**config.mk**
```make
export PLATFORM = sky130hd
export DESIGN_NAME = dns_query_tld_referral
export DESIGN_NICKNAME = d
export VERILOG_FILES = /design/src/hdl/dqtr_pkg.sv /design/src/hdl/dqtr_front.sv /design/src/hdl/dqtr_fifo.sv /design/src/hdl/dqtr_back.sv /design/src/hdl/dns_query_tld_referral.sv
export VERILOG_INCLUDE_DIRS = /design/src /design/src/hdl
export SDC_FILE = /design/constraint.sdc
export NUM_CORES = 1
export LEC_CHECK = 0
export BUFFER_PORTS_ARGS = -buffer_cell sky130_fd_sc_hd__buf_4
export CAP_MARGIN = 0
export CORE_MARGIN = 2
export CORE_UTILIZATION = 53
export DETAILED_ROUTE_END_ITERATION = 10
export PLACE_DENSITY = 0.75
export SLEW_MARGIN = 10
export SYNTH_ARGS = -nofsm -noshare
export SYNTH_HDL_FRONTEND = slang
export SYNTH_HIERARCHICAL = 1
export SYNTH_SLANG_ARGS = --single-unit
```
**constraint.sdc**
```tcl
create_clock -name clock -period 6.6 [get_ports clock]
set_input_delay 0 -clock clock [delete_from_list [all_inputs] [get_ports clock]]
set_output_delay 0 -clock clock [all_outputs]
set_load 0.03 [all_outputs]
```
**src/hdl/dns_query_tld_referral_defines.svh**
```systemverilog
// ----------------------------------------------------------------------------
// DNS query TLD referral: assertion macros
// Shared concurrent assertion forms used at the end of the top level.
// ----------------------------------------------------------------------------
`ifndef DNS_QUERY_TLD_REFERRAL_DEFINES_SVH
`define DNS_QUERY_TLD_REFERRAL_DEFINES_SVH

// Condition in the same cycle implies the expression in the same cycle.
`define DQTR_ASSERT_SAME(label, clk, rst, cond, expr) \
   label: assert property (@(posedge clk) disable iff (rst) (cond) |-> (expr)) \
      else $error("dqtr: same-cycle check failed");

// Condition in this cycle implies the expression in the next cycle.
`define DQTR_ASSERT_NEXT(label, clk, rst, cond, expr) \
   label: assert property (@(posedge clk) disable iff (rst) (cond) |=> (expr)) \
      else $error("dqtr: next-cycle check failed");

`endif

```
**src/hdl/dqtr_pkg.sv**
```systemverilog
// ----------------------------------------------------------------------------
// dqtr_pkg
// Types and constants shared by the DNS query TLD referral modules.
// ----------------------------------------------------------------------------
`default_nettype none

package dqtr_pkg;

   // Top-level domain class found in the last label of the question name.
   typedef enum logic [1:0] {
      TLD_NONE,
      TLD_CN_US,
      TLD_COM_ORG,
      TLD_ARPA
   } tld_code_type;

   // One parsed question, handed from the parser to the responder.
   typedef struct packed {
      logic [15:0]  query_id;
      logic [15:0]  question_count;
      logic [15:0]  query_type;
      logic [15:0]  query_class;
      tld_code_type tld;
   } question_type;

   // Response flag words.
   localparam logic [15:0] FLAGS_FOUND      = 16'h8000;
   localparam logic [15:0] FLAGS_NAME_ERROR = 16'h8003;

   // Configuration register indexes and reset values.
   localparam int unsigned CSR_INDEX_W = 2;
   localparam logic [CSR_INDEX_W-1:0] CSR_CN_US   = 2'd0;
   localparam logic [CSR_INDEX_W-1:0] CSR_COM_ORG = 2'd1;
   localparam logic [CSR_INDEX_W-1:0] CSR_ARPA    = 2'd2;

   localparam logic [31:0] RESET_CN_US   = 32'h7F00_0004;
   localparam logic [31:0] RESET_COM_ORG = 32'h7F00_0005;
   localparam logic [31:0] RESET_ARPA    = 32'h7F00_0008;

endpackage

`default_nettype wire

```
**src/hdl/dqtr_front.sv**
```systemverilog
// ----------------------------------------------------------------------------
// dqtr_front
// Byte-serial question parser: header, labels, type and class. On the last
// class byte it pushes one classified question into the queue.
// ----------------------------------------------------------------------------
`default_nettype none

module dqtr_front
   import dqtr_pkg::*;
#(
   parameter int unsigned SUFFIX_KEEP = 4
) (
   input  wire logic         clock,
   input  wire logic         reset,
   input  wire logic         accept,
   input  wire logic [7:0]   message_byte,
   input  wire logic         start_of_message,
   output logic              q_push,
   output question_type      q_data
);

   localparam int unsigned LEN_W = $clog2(SUFFIX_KEEP + 2);

   // Header byte positions.
   localparam logic [3:0] HDR_ID_HI   = 4'd0;
   localparam logic [3:0] HDR_ID_LO   = 4'd1;
   localparam logic [3:0] HDR_QD_HI   = 4'd4;
   localparam logic [3:0] HDR_QD_LO   = 4'd5;
   localparam logic [3:0] HDR_LAST    = 4'd11;

   // Tail byte positions.
   localparam logic [3:0] TAIL_TYPE_HI  = 4'd0;
   localparam logic [3:0] TAIL_TYPE_LO  = 4'd1;
   localparam logic [3:0] TAIL_CLASS_HI = 4'd2;

   // Characters of the known top-level domains.
   localparam logic [7:0] CH_A = 8'h61;
   localparam logic [7:0] CH_C = 8'h63;
   localparam logic [7:0] CH_G = 8'h67;
   localparam logic [7:0] CH_M = 8'h6D;
   localparam logic [7:0] CH_N = 8'h6E;
   localparam logic [7:0] CH_O = 8'h6F;
   localparam logic [7:0] CH_P = 8'h70;
   localparam logic [7:0] CH_R = 8'h72;
   localparam logic [7:0] CH_S = 8'h73;
   localparam logic [7:0] CH_U = 8'h75;

   typedef enum logic [1:0] {
      PH_HEADER,
      PH_NAME,
      PH_TAIL,
      PH_IDLE
   } phase_type;

   phase_type         phase_ff, phase_in, phase_cur;
   logic [3:0]        count_ff, count_in, count_cur;
   logic [7:0]        remain_ff, remain_in, remain_cur;
   logic [LEN_W-1:0]  length_ff, length_in, length_cur;
   logic [7:0]        chars_ff [SUFFIX_KEEP];
   logic [7:0]        chars_in [SUFFIX_KEEP];
   logic [15:0]       id_ff, id_in;
   logic [15:0]       qdcount_ff, qdcount_in;
   logic [15:0]       type_ff, type_in;
   logic [7:0]        class_hi_ff, class_hi_in;
   logic              push;
   tld_code_type      tld;

   // Classify the last label as it stands when the class bytes arrive.
   always_comb begin
      tld = TLD_NONE;
      if (length_ff == LEN_W'(2)) begin
         if ((chars_ff[0] == CH_C && chars_ff[1] == CH_N) ||
             (chars_ff[0] == CH_U && chars_ff[1] == CH_S)) begin
            tld = TLD_CN_US;
         end
      end else if (length_ff == LEN_W'(3)) begin
         if ((chars_ff[0] == CH_C && chars_ff[1] == CH_O && chars_ff[2] == CH_M) ||
             (chars_ff[0] == CH_O && chars_ff[1] == CH_R && chars_ff[2] == CH_G)) begin
            tld = TLD_COM_ORG;
         end
      end else if (length_ff == LEN_W'(4)) begin
         if (chars_ff[0] == CH_A && chars_ff[1] == CH_R &&
             chars_ff[2] == CH_P && chars_ff[3] == CH_A) begin
            tld = TLD_ARPA;
         end
      end
   end

   // A start marker restarts the parse before the byte is taken.
   always_comb begin
      phase_cur  = start_of_message ? PH_HEADER : phase_ff;
      count_cur  = start_of_message ? 4'd0 : count_ff;
      remain_cur = start_of_message ? 8'd0 : remain_ff;
      length_cur = start_of_message ? LEN_W'(0) : length_ff;
   end

   // Next-state logic of the parser.
   always_comb begin
      phase_in    = phase_ff;
      count_in    = count_ff;
      remain_in   = remain_ff;
      length_in   = length_ff;
      id_in       = id_ff;
      qdcount_in  = qdcount_ff;
      type_in     = type_ff;
      class_hi_in = class_hi_ff;
      push        = 1'b0;
      for (int k = 0; k < SUFFIX_KEEP; k++) begin
         chars_in[k] = chars_ff[k];
      end

      if (accept) begin
         phase_in  = phase_cur;
         count_in  = count_cur;
         remain_in = remain_cur;
         length_in = length_cur;
         unique case (phase_cur)
            PH_HEADER: begin
               case (count_cur)
                  HDR_ID_HI: id_in[15:8]      = message_byte;
                  HDR_ID_LO: id_in[7:0]       = message_byte;
                  HDR_QD_HI: qdcount_in[15:8] = message_byte;
                  HDR_QD_LO: qdcount_in[7:0]  = message_byte;
                  default: ;
               endcase
               if (count_cur == HDR_LAST) begin
                  phase_in  = PH_NAME;
                  count_in  = 4'd0;
                  remain_in = 8'd0;
                  length_in = LEN_W'(0);
               end else begin
                  count_in = count_cur + 4'd1;
               end
            end
            PH_NAME: begin
               if (remain_cur == 8'd0) begin
                  if (message_byte == 8'd0) begin
                     phase_in = PH_TAIL;
                     count_in = 4'd0;
                  end else begin
                     remain_in = message_byte;
                     length_in = LEN_W'(0);
                  end
               end else begin
                  // Keep the first bytes of the label; longer labels saturate.
                  if (length_cur < LEN_W'(SUFFIX_KEEP)) begin
                     for (int k = 0; k < SUFFIX_KEEP; k++) begin
                        if (length_cur == LEN_W'(k)) begin
                           chars_in[k] = message_byte;
                        end
                     end
                     length_in = length_cur + LEN_W'(1);
                  end else begin
                     length_in = LEN_W'(SUFFIX_KEEP + 1);
                  end
                  remain_in = remain_cur - 8'd1;
               end
            end
            PH_TAIL: begin
               case (count_cur)
                  TAIL_TYPE_HI: begin
                     type_in[15:8] = message_byte;
                     count_in      = count_cur + 4'd1;
                  end
                  TAIL_TYPE_LO: begin
                     type_in[7:0] = message_byte;
                     count_in     = count_cur + 4'd1;
                  end
                  TAIL_CLASS_HI: begin
                     class_hi_in = message_byte;
                     count_in    = count_cur + 4'd1;
                  end
                  default: begin
                     // Final class byte: hand the question on.
                     push     = 1'b1;
                     phase_in = PH_IDLE;
                     count_in = 4'd0;
                  end
               endcase
            end
            PH_IDLE: ;
            default: ;
         endcase
      end
   end

   // State and held header fields.
   always_ff @(posedge clock) begin
      if (reset) begin
         phase_ff  <= PH_HEADER;
         count_ff  <= 4'd0;
         remain_ff <= 8'd0;
         length_ff <= LEN_W'(0);
      end else begin
         phase_ff  <= phase_in;
         count_ff  <= count_in;
         remain_ff <= remain_in;
         length_ff <= length_in;
      end
      id_ff       <= id_in;
      qdcount_ff  <= qdcount_in;
      type_ff     <= type_in;
      class_hi_ff <= class_hi_in;
      for (int k = 0; k < SUFFIX_KEEP; k++) begin
         chars_ff[k] <= chars_in[k];
      end
   end

   assign q_push                = push;
   assign q_data.query_id       = id_ff;
   assign q_data.question_count = qdcount_ff;
   assign q_data.query_type     = type_ff;
   assign q_data.query_class    = {class_hi_ff, message_byte};
   assign q_data.tld            = tld;

endmodule

`default_nettype wire

```
**src/hdl/dqtr_fifo.sv**
```systemverilog
// ----------------------------------------------------------------------------
// dqtr_fifo
// Short register queue between the parser and the responder.
// ----------------------------------------------------------------------------
`default_nettype none

module dqtr_fifo #(
   parameter int unsigned WIDTH = 8,
   parameter int unsigned DEPTH = 2
) (
   input  wire logic             clock,
   input  wire logic             reset,
   input  wire logic             push,
   input  wire logic [WIDTH-1:0] push_data,
   output logic                  full,
   input  wire logic             pop,
   output logic [WIDTH-1:0]      pop_data,
   output logic                  empty
);

   localparam int unsigned PTR_W = (DEPTH > 1) ? $clog2(DEPTH) : 1;
   localparam int unsigned CNT_W = $clog2(DEPTH + 1);

   logic [WIDTH-1:0] slots_ff [DEPTH];
   logic [PTR_W-1:0] wr_ptr_ff, wr_ptr_in;
   logic [PTR_W-1:0] rd_ptr_ff, rd_ptr_in;
   logic [CNT_W-1:0] count_ff, count_in;
   logic             do_push, do_pop;

   assign full     = (count_ff == CNT_W'(DEPTH));
   assign empty    = (count_ff == CNT_W'(0));
   assign do_push  = push && !full;
   assign do_pop   = pop && !empty;
   assign pop_data = slots_ff[rd_ptr_ff];

   // Pointer and occupancy update.
   always_comb begin
      wr_ptr_in = wr_ptr_ff;
      rd_ptr_in = rd_ptr_ff;
      count_in  = count_ff;
      if (do_push) begin
         wr_ptr_in = (wr_ptr_ff == PTR_W'(DEPTH - 1)) ? PTR_W'(0) : wr_ptr_ff + PTR_W'(1);
      end
      if (do_pop) begin
         rd_ptr_in = (rd_ptr_ff == PTR_W'(DEPTH - 1)) ? PTR_W'(0) : rd_ptr_ff + PTR_W'(1);
      end
      if (do_push && !do_pop) begin
         count_in = count_ff + CNT_W'(1);
      end else if (do_pop && !do_push) begin
         count_in = count_ff - CNT_W'(1);
      end
   end

   always_ff @(posedge clock) begin
      if (reset) begin
         wr_ptr_ff <= PTR_W'(0);
         rd_ptr_ff <= PTR_W'(0);
         count_ff  <= CNT_W'(0);
      end else begin
         wr_ptr_ff <= wr_ptr_in;
         rd_ptr_ff <= rd_ptr_in;
         count_ff  <= count_in;
      end
      if (do_push) begin
         slots_ff[wr_ptr_ff] <= push_data;
      end
   end

endmodule

`default_nettype wire

```
**src/hdl/dqtr_back.sv**
```systemverilog
// ----------------------------------------------------------------------------
// dqtr_back
// Responder: holds the referral registers, resolves a queued question into
// a response and keeps it in the output register until it is taken.
// ----------------------------------------------------------------------------
`default_nettype none

module dqtr_back
   import dqtr_pkg::*;
(
   input  wire logic                   clock,
   input  wire logic                   reset,
   input  wire logic                   csr_valid,
   output logic                        csr_ready,
   input  wire logic [CSR_INDEX_W-1:0] csr_index,
   input  wire logic [31:0]            csr_write_data,
   input  wire question_type           q_data,
   input  wire logic                   q_empty,
   output logic                        q_pop,
   output logic                        rsp_empty,
   input  wire logic                   rsp_pop,
   output logic [15:0]                 rsp_query_id,
   output logic [15:0]                 rsp_question_count,
   output logic [15:0]                 rsp_query_type,
   output logic [15:0]                 rsp_query_class,
   output logic                        rsp_referral_found,
   output logic [31:0]                 rsp_next_server_addr,
   output logic [15:0]                 rsp_response_flags,
   output logic                        rsp_authority_count
);

   logic [31:0]  cn_us_ff, cn_us_in;
   logic [31:0]  com_org_ff, com_org_in;
   logic [31:0]  arpa_ff, arpa_in;
   logic         valid_ff, valid_in;
   logic         load;
   logic         found;
   logic [31:0]  addr;
   question_type q_ff;
   logic         found_ff;
   logic [31:0]  addr_ff;

   assign csr_ready = 1'b1;

   // Register writes; unknown indexes are dropped.
   always_comb begin
      cn_us_in   = cn_us_ff;
      com_org_in = com_org_ff;
      arpa_in    = arpa_ff;
      if (csr_valid) begin
         case (csr_index)
            CSR_CN_US:   cn_us_in   = csr_write_data;
            CSR_COM_ORG: com_org_in = csr_write_data;
            CSR_ARPA:    arpa_in    = csr_write_data;
            default: ;
         endcase
      end
   end

   // Referral lookup for the question at the head of the queue.
   always_comb begin
      unique case (q_data.tld)
         TLD_CN_US: begin
            found = 1'b1;
            addr  = cn_us_ff;
         end
         TLD_COM_ORG: begin
            found = 1'b1;
            addr  = com_org_ff;
         end
         TLD_ARPA: begin
            found = 1'b1;
            addr  = arpa_ff;
         end
         default: begin
            found = 1'b0;
            addr  = 32'd0;
         end
      endcase
   end

   // The output register refills from a non-empty queue whenever it is free or being emptied.
   assign load     = !q_empty && (!valid_ff || rsp_pop);
   assign q_pop    = load;
   assign valid_in = load ? 1'b1 : (rsp_pop ? 1'b0 : valid_ff);

   always_ff @(posedge clock) begin
      if (reset) begin
         cn_us_ff   <= RESET_CN_US;
         com_org_ff <= RESET_COM_ORG;
         arpa_ff    <= RESET_ARPA;
         valid_ff   <= 1'b0;
      end else begin
         cn_us_ff   <= cn_us_in;
         com_org_ff <= com_org_in;
         arpa_ff    <= arpa_in;
         valid_ff   <= valid_in;
      end
      if (load) begin
         q_ff     <= q_data;
         found_ff <= found;
         addr_ff  <= addr;
      end
   end

   assign rsp_empty            = !valid_ff;
   assign rsp_query_id         = q_ff.query_id;
   assign rsp_question_count   = q_ff.question_count;
   assign rsp_query_type       = q_ff.query_type;
   assign rsp_query_class      = q_ff.query_class;
   assign rsp_referral_found   = found_ff;
   assign rsp_next_server_addr = addr_ff;
   assign rsp_response_flags   = found_ff ? FLAGS_FOUND : FLAGS_NAME_ERROR;
   assign rsp_authority_count  = found_ff;

endmodule

`default_nettype wire

```
**src/hdl/dns_query_tld_referral.sv**
```systemverilog
// ----------------------------------------------------------------------------
// dns_query_tld_referral
// DNS question parser with top-level domain referral lookup.
// ----------------------------------------------------------------------------
// Usage: push the query message one byte per beat on the req_ channel, from
// the first header byte on, with req_start_of_message high on that byte. A
// start marker in the middle of a message restarts the parse.
// Throughput: one byte per cycle, sustained; the byte parser takes a beat in
// every cycle that req_full is low.
// Path: the question from the beat that carries the last class byte is
// registered into the question queue, then into the output register, which
// takes it once it is free or being popped and drives the rsp_ ports. Bytes
// after the class are dropped until the next start marker.
// Stalls: the response stays on the rsp_ ports until popped. Behind it the
// question queue holds QUEUE_DEPTH questions; req_full rises only when that
// queue is full, so the parser keeps taking bytes while the receiver waits.
// Configuration: the csr_ channel writes the three referral addresses and is
// always ready. Reset clears the parser, the queue and the output register
// and restores the default addresses (127.0.0.4, 127.0.0.5, 127.0.0.8).
// ----------------------------------------------------------------------------
`default_nettype none

`include "dns_query_tld_referral_defines.svh"

module dns_query_tld_referral
   import dqtr_pkg::*;
#(
   parameter int unsigned SUFFIX_KEEP = 4,
   parameter int unsigned QUEUE_DEPTH = 2
) (
   input  wire logic                   clock,
   input  wire logic                   reset,
   input  wire logic                   req_push,
   output logic                        req_full,
   input  wire logic [7:0]             req_message_byte,
   input  wire logic                   req_start_of_message,
   output logic                        rsp_empty,
   input  wire logic                   rsp_pop,
   output logic [15:0]                 rsp_query_id,
   output logic [15:0]                 rsp_question_count,
   output logic [15:0]                 rsp_query_type,
   output logic [15:0]                 rsp_query_class,
   output logic                        rsp_referral_found,
   output logic [31:0]                 rsp_next_server_addr,
   output logic [15:0]                 rsp_response_flags,
   output logic                        rsp_authority_count,
   input  wire logic                   csr_valid,
   output logic                        csr_ready,
   input  wire logic [CSR_INDEX_W-1:0] csr_index,
   input  wire logic [31:0]            csr_write_data
);

   logic         accept;
   logic         q_push;
   logic         q_full;
   logic         q_empty;
   logic         q_pop;
   question_type q_in;
   question_type q_out;

   assign accept   = req_push && !q_full;
   assign req_full = q_full;

   // Byte parser.
   dqtr_front #(
      .SUFFIX_KEEP (SUFFIX_KEEP)
   ) u_front (
      .clock            (clock),
      .reset            (reset),
      .accept           (accept),
      .message_byte     (req_message_byte),
      .start_of_message (req_start_of_message),
      .q_push           (q_push),
      .q_data           (q_in)
   );

   // Question queue between parser and responder.
   dqtr_fifo #(
      .WIDTH ($bits(question_type)),
      .DEPTH (QUEUE_DEPTH)
   ) u_queue (
      .clock     (clock),
      .reset     (reset),
      .push      (q_push),
      .push_data (q_in),
      .full      (q_full),
      .pop       (q_pop),
      .pop_data  (q_out),
      .empty     (q_empty)
   );

   // Referral lookup and output register.
   dqtr_back u_back (
      .clock                (clock),
      .reset                (reset),
      .csr_valid            (csr_valid),
      .csr_ready            (csr_ready),
      .csr_index            (csr_index),
      .csr_write_data       (csr_write_data),
      .q_data               (q_out),
      .q_empty              (q_empty),
      .q_pop                (q_pop),
      .rsp_empty            (rsp_empty),
      .rsp_pop              (rsp_pop),
      .rsp_query_id         (rsp_query_id),
      .rsp_question_count   (rsp_question_count),
      .rsp_query_type       (rsp_query_type),
      .rsp_query_class      (rsp_query_class),
      .rsp_referral_found   (rsp_referral_found),
      .rsp_next_server_addr (rsp_next_server_addr),
      .rsp_response_flags   (rsp_response_flags),
      .rsp_authority_count  (rsp_authority_count)
   );

   // The parser never pushes into a full queue.
   `DQTR_ASSERT_SAME(a_no_push_when_full, clock, reset, q_push, !q_full)

   // A waiting response blocks the queue from draining.
   `DQTR_ASSERT_SAME(a_hold_blocks_queue, clock, reset, !rsp_empty && !rsp_pop, !q_pop)

   // With nothing queued and nothing shown, no response can appear.
   `DQTR_ASSERT_NEXT(a_no_invented_rsp, clock, reset, rsp_empty && q_empty, rsp_empty)

   // The flag word agrees with the referral decision.
   `DQTR_ASSERT_SAME(a_flags_match, clock, reset, !rsp_empty,
      rsp_referral_found == (rsp_response_flags == FLAGS_FOUND))

endmodule

`default_nettype wire
```
==> results of run 1 <==
[per-layer routing]
metal  up-vias  part of all wire, %
li1       4422                    -
met1      4691                   45
met2       308                   47
met3        60                  5.0
met4         0                  2.4
met5         -                    0
[through the flow]
step | util, % | hold slack, ns | instance area, um^2 | setup WS (ns)
final | 63.6 | 0.0338 | 20100 | 3.27
after global routing | 63.6 | 0.0297 | 20100 | 3.03
after CTS | 63.6 | 0.000688 | 20100 | 3.25
after detailed placement | 57.8 | 0.270 | 18200 | 3.25
after global placement | 57.8 | 0.262 | 18200 | 3.34
after floorplan | - | 0.0691 | 17000 | 1.97
[layout by cell type (no fill, tap or decap), drive strengths merged, types with 4 or more instances in the layout]
cell type and n:
edfxtp 317, buf 158, dfxtp 119, mux2 99, nand2b 98, mux2i 98, nor2 60, clkbuf 59
dlygate4sd3 44, a22o 33, nand2 17, conb 15, clkinv 15, inv 13, a21oi 11, o21ai 11
nand3 9, and2 9, nor2b 9, nor4b 7, nand3b 6, ha 6, nor4 6, or4 5
nor3 5, a311oi 5, bufinv 4, or3 4, xor2 4, o211ai 4
[timing repair]
item / in CTS / in global routing
setup endpoints to repair: 0 / 0
endpoints found under the hold margin: 209 / 0
hold buffers: 44 / 0
[kinds of logic after synthesis]
family	synth area share [%]
flip-flops	70.1
AND/OR/NAND/NOR	8.80
multiplexers	12.4
AO/OA/AOI/OAI	4.84
buffers and inverters	3.16
adder cells (fa/ha/maj)	0.442
XOR/XNOR	0.206
other	0.0443
[power by group through the flow]
stage | Clock, mW | Combinational (mW) | Sequential [mW]
floorplan | 0 | 0.121 | 3.01
global placement | 0 | 0.165 | 3.02
detailed placement | 0 | 0.170 | 3.02
CTS | 2.44 | 0.192 | 2.96
global route | 2.55 | 0.207 | 2.96
finish | 2.40 | 0.193 | 2.96
[critical path: stages (launching register included)]
cell,delay (ns)
dfxtp_2,0.31
buf_4,0.68
mux2_2,0.97
nor2b_4,0.92
a22o_1,0.27
[registers in the layout, summed over array words and instances (netlist names), 16 cells and up, named ones only]
register	count
u_back/com_org_ff	32
u_queue/slots_ff	132
u_front/type_ff	16
u_front/id_ff	16
u_back/rsp_query_type	16
u_back/arpa_ff	32
u_front/qdcount_ff	16
u_back/rsp_next_server_addr	32
u_back/rsp_query_id	16
u_front/chars_ff	32
u_back/rsp_query_class	16
u_back/rsp_question_count	16
u_back/cn_us_ff	32
[how the worst min path moves through the flow]
stage / startpoint / end
after detailed placement: csr_write_data[3] / u_back/arpa_ff[3]$_SDFFE_PP1P_
after floorplan: reset / u_queue/count_ff[1]$_SDFFE_PP0P_
after global placement: csr_write_data[3] / u_back/arpa_ff[3]$_SDFFE_PP1P_
final: csr_index[0] / u_back/cn_us_ff[2]$_SDFFE_PP1P_
after CTS: csr_index[1] / u_back/cn_us_ff[2]$_SDFFE_PP1P_
after global routing: csr_index[1] / u_back/cn_us_ff[31]$_SDFFE_PP0P_
[area by class of cell]
class / instances / area, um^2
fill: 2198 / 11500
sequential: 436 / 11900
clock buffer: 59 / 1180
inverter: 13 / 48.8
tap: 402 / 503
multi-input combinational: 579 / 4600
clock inverter: 19 / 213
timing repair buffer: 202 / 1630
==> run summary, run 1 <==
In this run, synthesis produced a sequential element count of 436. The tools report the share of total power in sequential cells as 53.3%. Among all flip-flop cells after synthesis, the most frequent one is edfxtp_1.

The total negative slack is 0 ns. The met3 track demand over resource in global routing is 3.12%. Between clock sinks in the finished design, the worst skew comes to 0.0245 ns. The cell at the root of the clock tree is clkbuf_16. In this run the remaining antenna-violating nets after routing total 0. Averaged over all synthesized cells, the footprint is 15.5 um^2.

Synthesis instantiated 75 different standard cells from the library. Yosys attributes the largest share of cell area to edfxtp_1, dfxtp_1, mux2_2. The number of clock buffers added by TritonCTS is 43.

For the total length of routed wires, the log shows 33.3 mm. Sorting the synthesized cells by how often they occur yields edfxtp_1, dfxtp_1, mux2_2. The switching power as a share of total power came out at 20.1%. Across the run, the number of max-cap violations was 0. Of the synthesized area, sequential elements account for 70.1%.

TritonCTS built the clock tree. Counting flops with a built-in enable in the synthesized netlist gives 317. The endpoint class of the critical path is a flip-flop. The internal power was 4.44 mW; the post-CTS setup repair buffer count was 0. For this run, asynchronously set or reset flops after synthesis account for 0%. The run gives 0.300 GHz as the maximum clock frequency.

The floorplan step defined a die boundary enclosing 33500 um^2. The number of DRC violations after detailed-routing iteration 0 is 747, and the largest fanout on the critical path is 66. Using the TritonRoute via totals, the vias-per-cell ratio works out to 5.54. For the number of search-and-repair iterations in the first detailed-routing pass, the log shows 5. The detailed router placed 9481 vias in this run. The power per unit of standard cell area was 277 nW/um^2; the share of Yosys cell area claimed by the top area cell type was 56.1%. Dividing the detail-routed wire length by the instance count gives 19.5 um. For this design the total switching power over the nets is 1.11 mW.

The logs give 31.5% for the fraction of met2 tracks used by global routing and 3.27 ns for the setup slack of the most critical reg-to-reg path. For the starting utilization of the core area, the log shows 53.8%. Summed over all cells, the static leakage comes to 7.35 nW.

The cell area after technology mapping was 17000 um^2; the share of final-layout standard cells stronger than drive strength 1 was 25.9%. The tree built by TritonCTS fans out to 436 sinks. The number of antenna diodes in the final layout is 0.

The final hold violation count came out at 0. The via count of the first global-routing pass was 9347. End of the worst register-to-register path: u_back/rsp_next_server_addr[10]$_DFFE_PP_. The area growth from synthesis to final layout works out to 18.3%. The part of the power in the clock network is 43.2%, and the cell depth of the worst min-delay path is 4. Capture point of the worst path: u_back/rsp_next_server_addr[10]$_DFFE_PP_. The run gives 0.850 as the placer's final routability congestion estimate. For this design the top-level I/O count stands at 165. The cell count after synthesis came out at 1095. The first global-routing pass estimated 51.7 mm of wire. The run finished with clean final reports. The worst setup path is launched from a flip-flop.

Setup violations remaining at the end of the flow were counted as 0. Measured against its own limit, the worst slew margin works out to 21.7%. The total of buffers placed on input and output ports was 149.

The floorplan die height was 183 um. Class of the most critical hold timing path: in -> reg. At the later pin of the worst-skew pair, clock insertion delay measures 0.54 ns. For this run, design rule violations remaining after detail routing come to 0. The synthesized design spends more area on one cell type than any other, namely edfxtp_1.

Leaving out filler cells and counting taps, the final layout contains 1710. The number of gates given a new drive strength after cts is 0, and the largest vdd supply drop is 216 uV. The actual transition at the worst max-transition pin came out at 1.18 ns. The number of max-slew violations in the final report came out at 0. For the total placed cells including tap cells, the log shows 1588.

After layout, the worst path uses 50.4% of the clock period. The worst setup path is of the reg -> reg kind. Data on the critical path is required at its endpoint by 6.99 ns.

The part of the power in combinational logic is 3.5%. In the global route stage, met1 resource usage came out at 28.1%. The initial antenna violation count is 0, and the total overflow reported by the global router is 0.

The clock passes through at most 3 buffers. met2 is the most crowded layer. Setup repair after global routing left no endpoint under its margin.

The clock-pin slew reported for the worst setup and hold paths after clock tree synthesis is 0.06 ns. The minimum clock period was 3.33 ns; the arrival time at the worst endpoint was 3.71 ns. The run gives 31600 um^2 as the core area. Entering global routing, the biggest net connects 78 pins.

The overall power consumption was 5.55 mW; the overall track demand over capacity in global routing was 19.7%. The number of cells on the worst reg-to-reg path is 4. The logs give 19.0 mm for the detailed placer's ending HPWL and 2 for the number of H-tree branching levels. The Yosys warning count was 6; the number of nets in the layout was 1329. Row generation in the floorplan step produced 65 rows. edfxtp_1 is the most common cell in the netlist. The die is 183 um wide.
Power figures use the tool's default switching activity.
==> inputs of run 2 (changes only) <==
CORE_UTILIZATION = 59   (was 53)
PLACE_DENSITY = 0.8   (was 0.75)
clock period = 3.3 ns   (was 6.6 ns; I/O delays follow)
==> run summary, run 2 (synthesis results as in run 1) <==
The run finished with clean final reports. TritonCTS built the clock tree. The repair_antennas step left the layout with diodes totalling 0. The worst-case IR drop observed on VDD is 385 uV. For the final routed database, the setup TNS stands at 0 ns. Once the clock tree was built, the setup fixing pass inserted 0 buffers.

The number of nets in the layout was 1332. Counting the buffers created by CTS gives 42. Counting the fill cells in the layout gives 1835. The run gives 2.22 mW as the switching component of the power. The critical path is of the reg -> reg type. The congestion estimate from routability-driven global placement came to 0.808. For this design, the slowest cell found on the critical path is dfxtp_1.

The worst setup path is launched from a flip-flop. The run gives 0.0298 ns as the worst-case hold slack. The average wire per standard cell was 19.3 um; the internal power was 8.89 mW.

The part of the power in combinational logic was 3.4%. The library cell used most frequently in the layout, excluding fill and tap cells, is edfxtp_1. The arrival time at the worst endpoint was 2.80 ns. The min-delay analysis places its worst path in the category in -> reg.

The number of nets with antenna violations after detailed routing was 0. In the final layout, the share of cells above drive strength 1 is 26.3%. Grouping stages by cell kind, the critical path spends the most delay in simple AND/OR/NAND/NOR gates. The switching power as a share of total power works out to 20.0%. The final hold violation count is 0, and the post-detailed-route via-to-cell ratio is 5.59. The clock period could shrink to 2.62 ns. Registers take 11900 um^2.

The clock passes through at most 3 buffers. The tools report the total overflow reported by the global router as 0. The tools report the number of gates given a new drive strength after cts as 0. Counting stages on the worst path, the most repeated cell is inv_1.

u_queue/slots_ff holds more flip-flops than any other register. The insertion delay of the later-clocked pin in the worst-skew pair came out at 0.53 ns. The initialized floorplan defines 62 standard-cell rows. Core area: 28500 um^2. The total length of routed wires was 32.7 mm. The area growth from synthesis to final layout is 18.5%. Setup repair after global routing left no endpoint under its margin.

Counting buffers and inverters, the worst setup path is 8 cells deep. For the pin with the worst max-slew slack, the measured transition is 1.18 ns. The tools report the die area as 30100 um^2. The via count of the first global-routing pass was 9414. The overall track demand over capacity in global routing is 21.5%, and the number of DRC violations after detailed-routing iteration 0 is 835. The cell sitting at the root of the clock tree is a clkbuf_16. Leaving out fill and tap cells, the most frequent cells in the layout are edfxtp_1, buf_4, dfxtp_1. The logs give 2 for the number of H-tree branching levels and 0 for the reported max-cap violation count.

The count of buffers added on input and output ports is 149. The part of the power in the clock network came out at 43.3%. The multi-input combinational cells in the finished layout cover a total of 4590 um^2. Depth of the most critical reg-to-reg path: 8. The tools report the number of setup violations in the final report as 0.

The floorplan step set the die height to 174 um. The worst register-to-register path begins at u_queue/count_ff[0]$_SDFFE_PP0P_. Measured against its own limit, the worst slew margin works out to 21.5%. The starting utilization of the core area was 59.4%; the largest fanout on the critical path was 66. Clock sink count: 436. In this run the static leakage power is 7.36 nW.

The signal on the critical path passes through nor2b_2, nor2b_4, inv_1, nor3_1, inv_1, or3_1, clkinvlp_4, buf_12. The maximum clock frequency came out at 0.382 GHz. Sequential cells burn 53.3% of the power. The logs give 0 for the number of max-slew violations in the final report and 9475 for the detailed-route via count. In this run the power density over the cells is 552 nW/um^2. The tools report the end of the worst hold path as u_back/cn_us_ff[2]$_SDFFE_PP1P_. The floorplan step set the die width to 174 um. Clock-pin slew was measured on the worst setup and hold paths at 0.06 ns. The utilization after layout was 70.5%. The pin count of the biggest net entering global routing was 95; the final setup skew was 0.0173 ns. The startpoint of the tightest hold check path is csr_index[1]. The setup slack of the most critical reg-to-reg path came out at 0.68 ns. The flip-flop count of the largest register, all copies and words added works out to 132.

The first detailed-routing pass took 5 iterations. After layout, the worst path uses 79.4% of the clock period. The tools report the number of DRC violations after detailed routing as 0. On the worst path, the slowest cell contributes a delay of 0.44 ns. The tools report the endpoint class of the critical path as a flip-flop. The data required time of the critical path is 3.48 ns, and the initial antenna violation count is 0.

In this run the worst setup path begins at u_queue/count_ff[0]$_SDFFE_PP0P_. The number of buffers and inverters on the critical path is 4. The first global-routing pass estimated 51.2 mm of wire. In this run the critical register-to-register path is captured at u_queue/slots_ff[0][8]$_DFFE_PP_. 165 I/O pins were placed. The worst hold path was traced through 4 stages. The run gives 19.0 mm as the detailed placer's ending HPWL.
run 2: cell types whose count changed in the layout (fill, tap and decap cells not counted), moves of 3 or more:
cell and change:
clkbuf_8 -4, clkinv_1 +4, inv_6 +3, clkinv_4 +3, clkbuf_1 -6, clkinvlp_4 +3
run 2: per-stage QoR:
stage | std cells | power, mW | setup slack, ns | instance area, um^2
final | 1696 | 11.1 | 0.680 | 20100
after global routing | 1696 | 11.4 | 0.501 | 20100
after CTS | 1696 | 11.2 | 0.736 | 20100
after detailed placement | 1574 | 6.37 | 0.735 | 18300
after global placement | 1574 | 6.36 | 0.803 | 18300
after floorplan | 1108 | 6.26 | -0.0397 | 17000
run 2: cell type report:
type                       instances  area share [%]
sequential                       436            59.2
multi-input combinational        579            22.8
clock buffer                      48            5.34
clock inverter                    30            1.64
tap                              384            2.39
inverter                          13           0.261
timing repair buffer             206            8.36
run 2: power by group through the flow:
| stage | logic, mW | clock network, mW | registers, mW |
|---|---|---|---|
| after floorplan | 0.241 | 0 | 6.02 |
| after global placement | 0.327 | 0 | 6.03 |
| after detailed placement | 0.334 | 0 | 6.03 |
| after CTS | 0.378 | 4.89 | 5.92 |
| after global routing | 0.408 | 5.08 | 5.92 |
| final | 0.379 | 4.81 | 5.92 |
run 2: worst max-delay path by stage:
stage                                                   end  slack [ns]
after floorplan            u_queue/count_ff[1]$_SDFFE_PP0P_       -0.04
after global placement    u_queue/slots_ff[0][24]$_DFFE_PP_        0.80
after detailed placement  u_queue/slots_ff[0][24]$_DFFE_PP_        0.74
after CTS                  u_queue/slots_ff[0][9]$_DFFE_PP_        0.74
after global routing       u_queue/slots_ff[0][8]$_DFFE_PP_        0.50
final                      u_queue/slots_ff[0][8]$_DFFE_PP_        0.68
run 2: tightest hold or removal path: cells and delay by family:
family / cells / cell delay (ns)
muxes: 1 / 0.14
buffers and inverters: 2 / 0.31
and+or+nand+nor: 1 / 0.04
run 2: repair_timing:
action,in CTS,in global routing
hold buffers,44,0
setup endpoints to repair,0,0
hold endpoints to repair,215,0
run 2: metal layers:
layer  global-route usage (%)  vias up  share of wire [%]
li1                         -     4422                  -
met1                     29.4     4642                 43
met2                     35.7      339                 49
met3                     3.29       72                5.3
met4                     7.32        0                3.2
met5                        0        -                  0
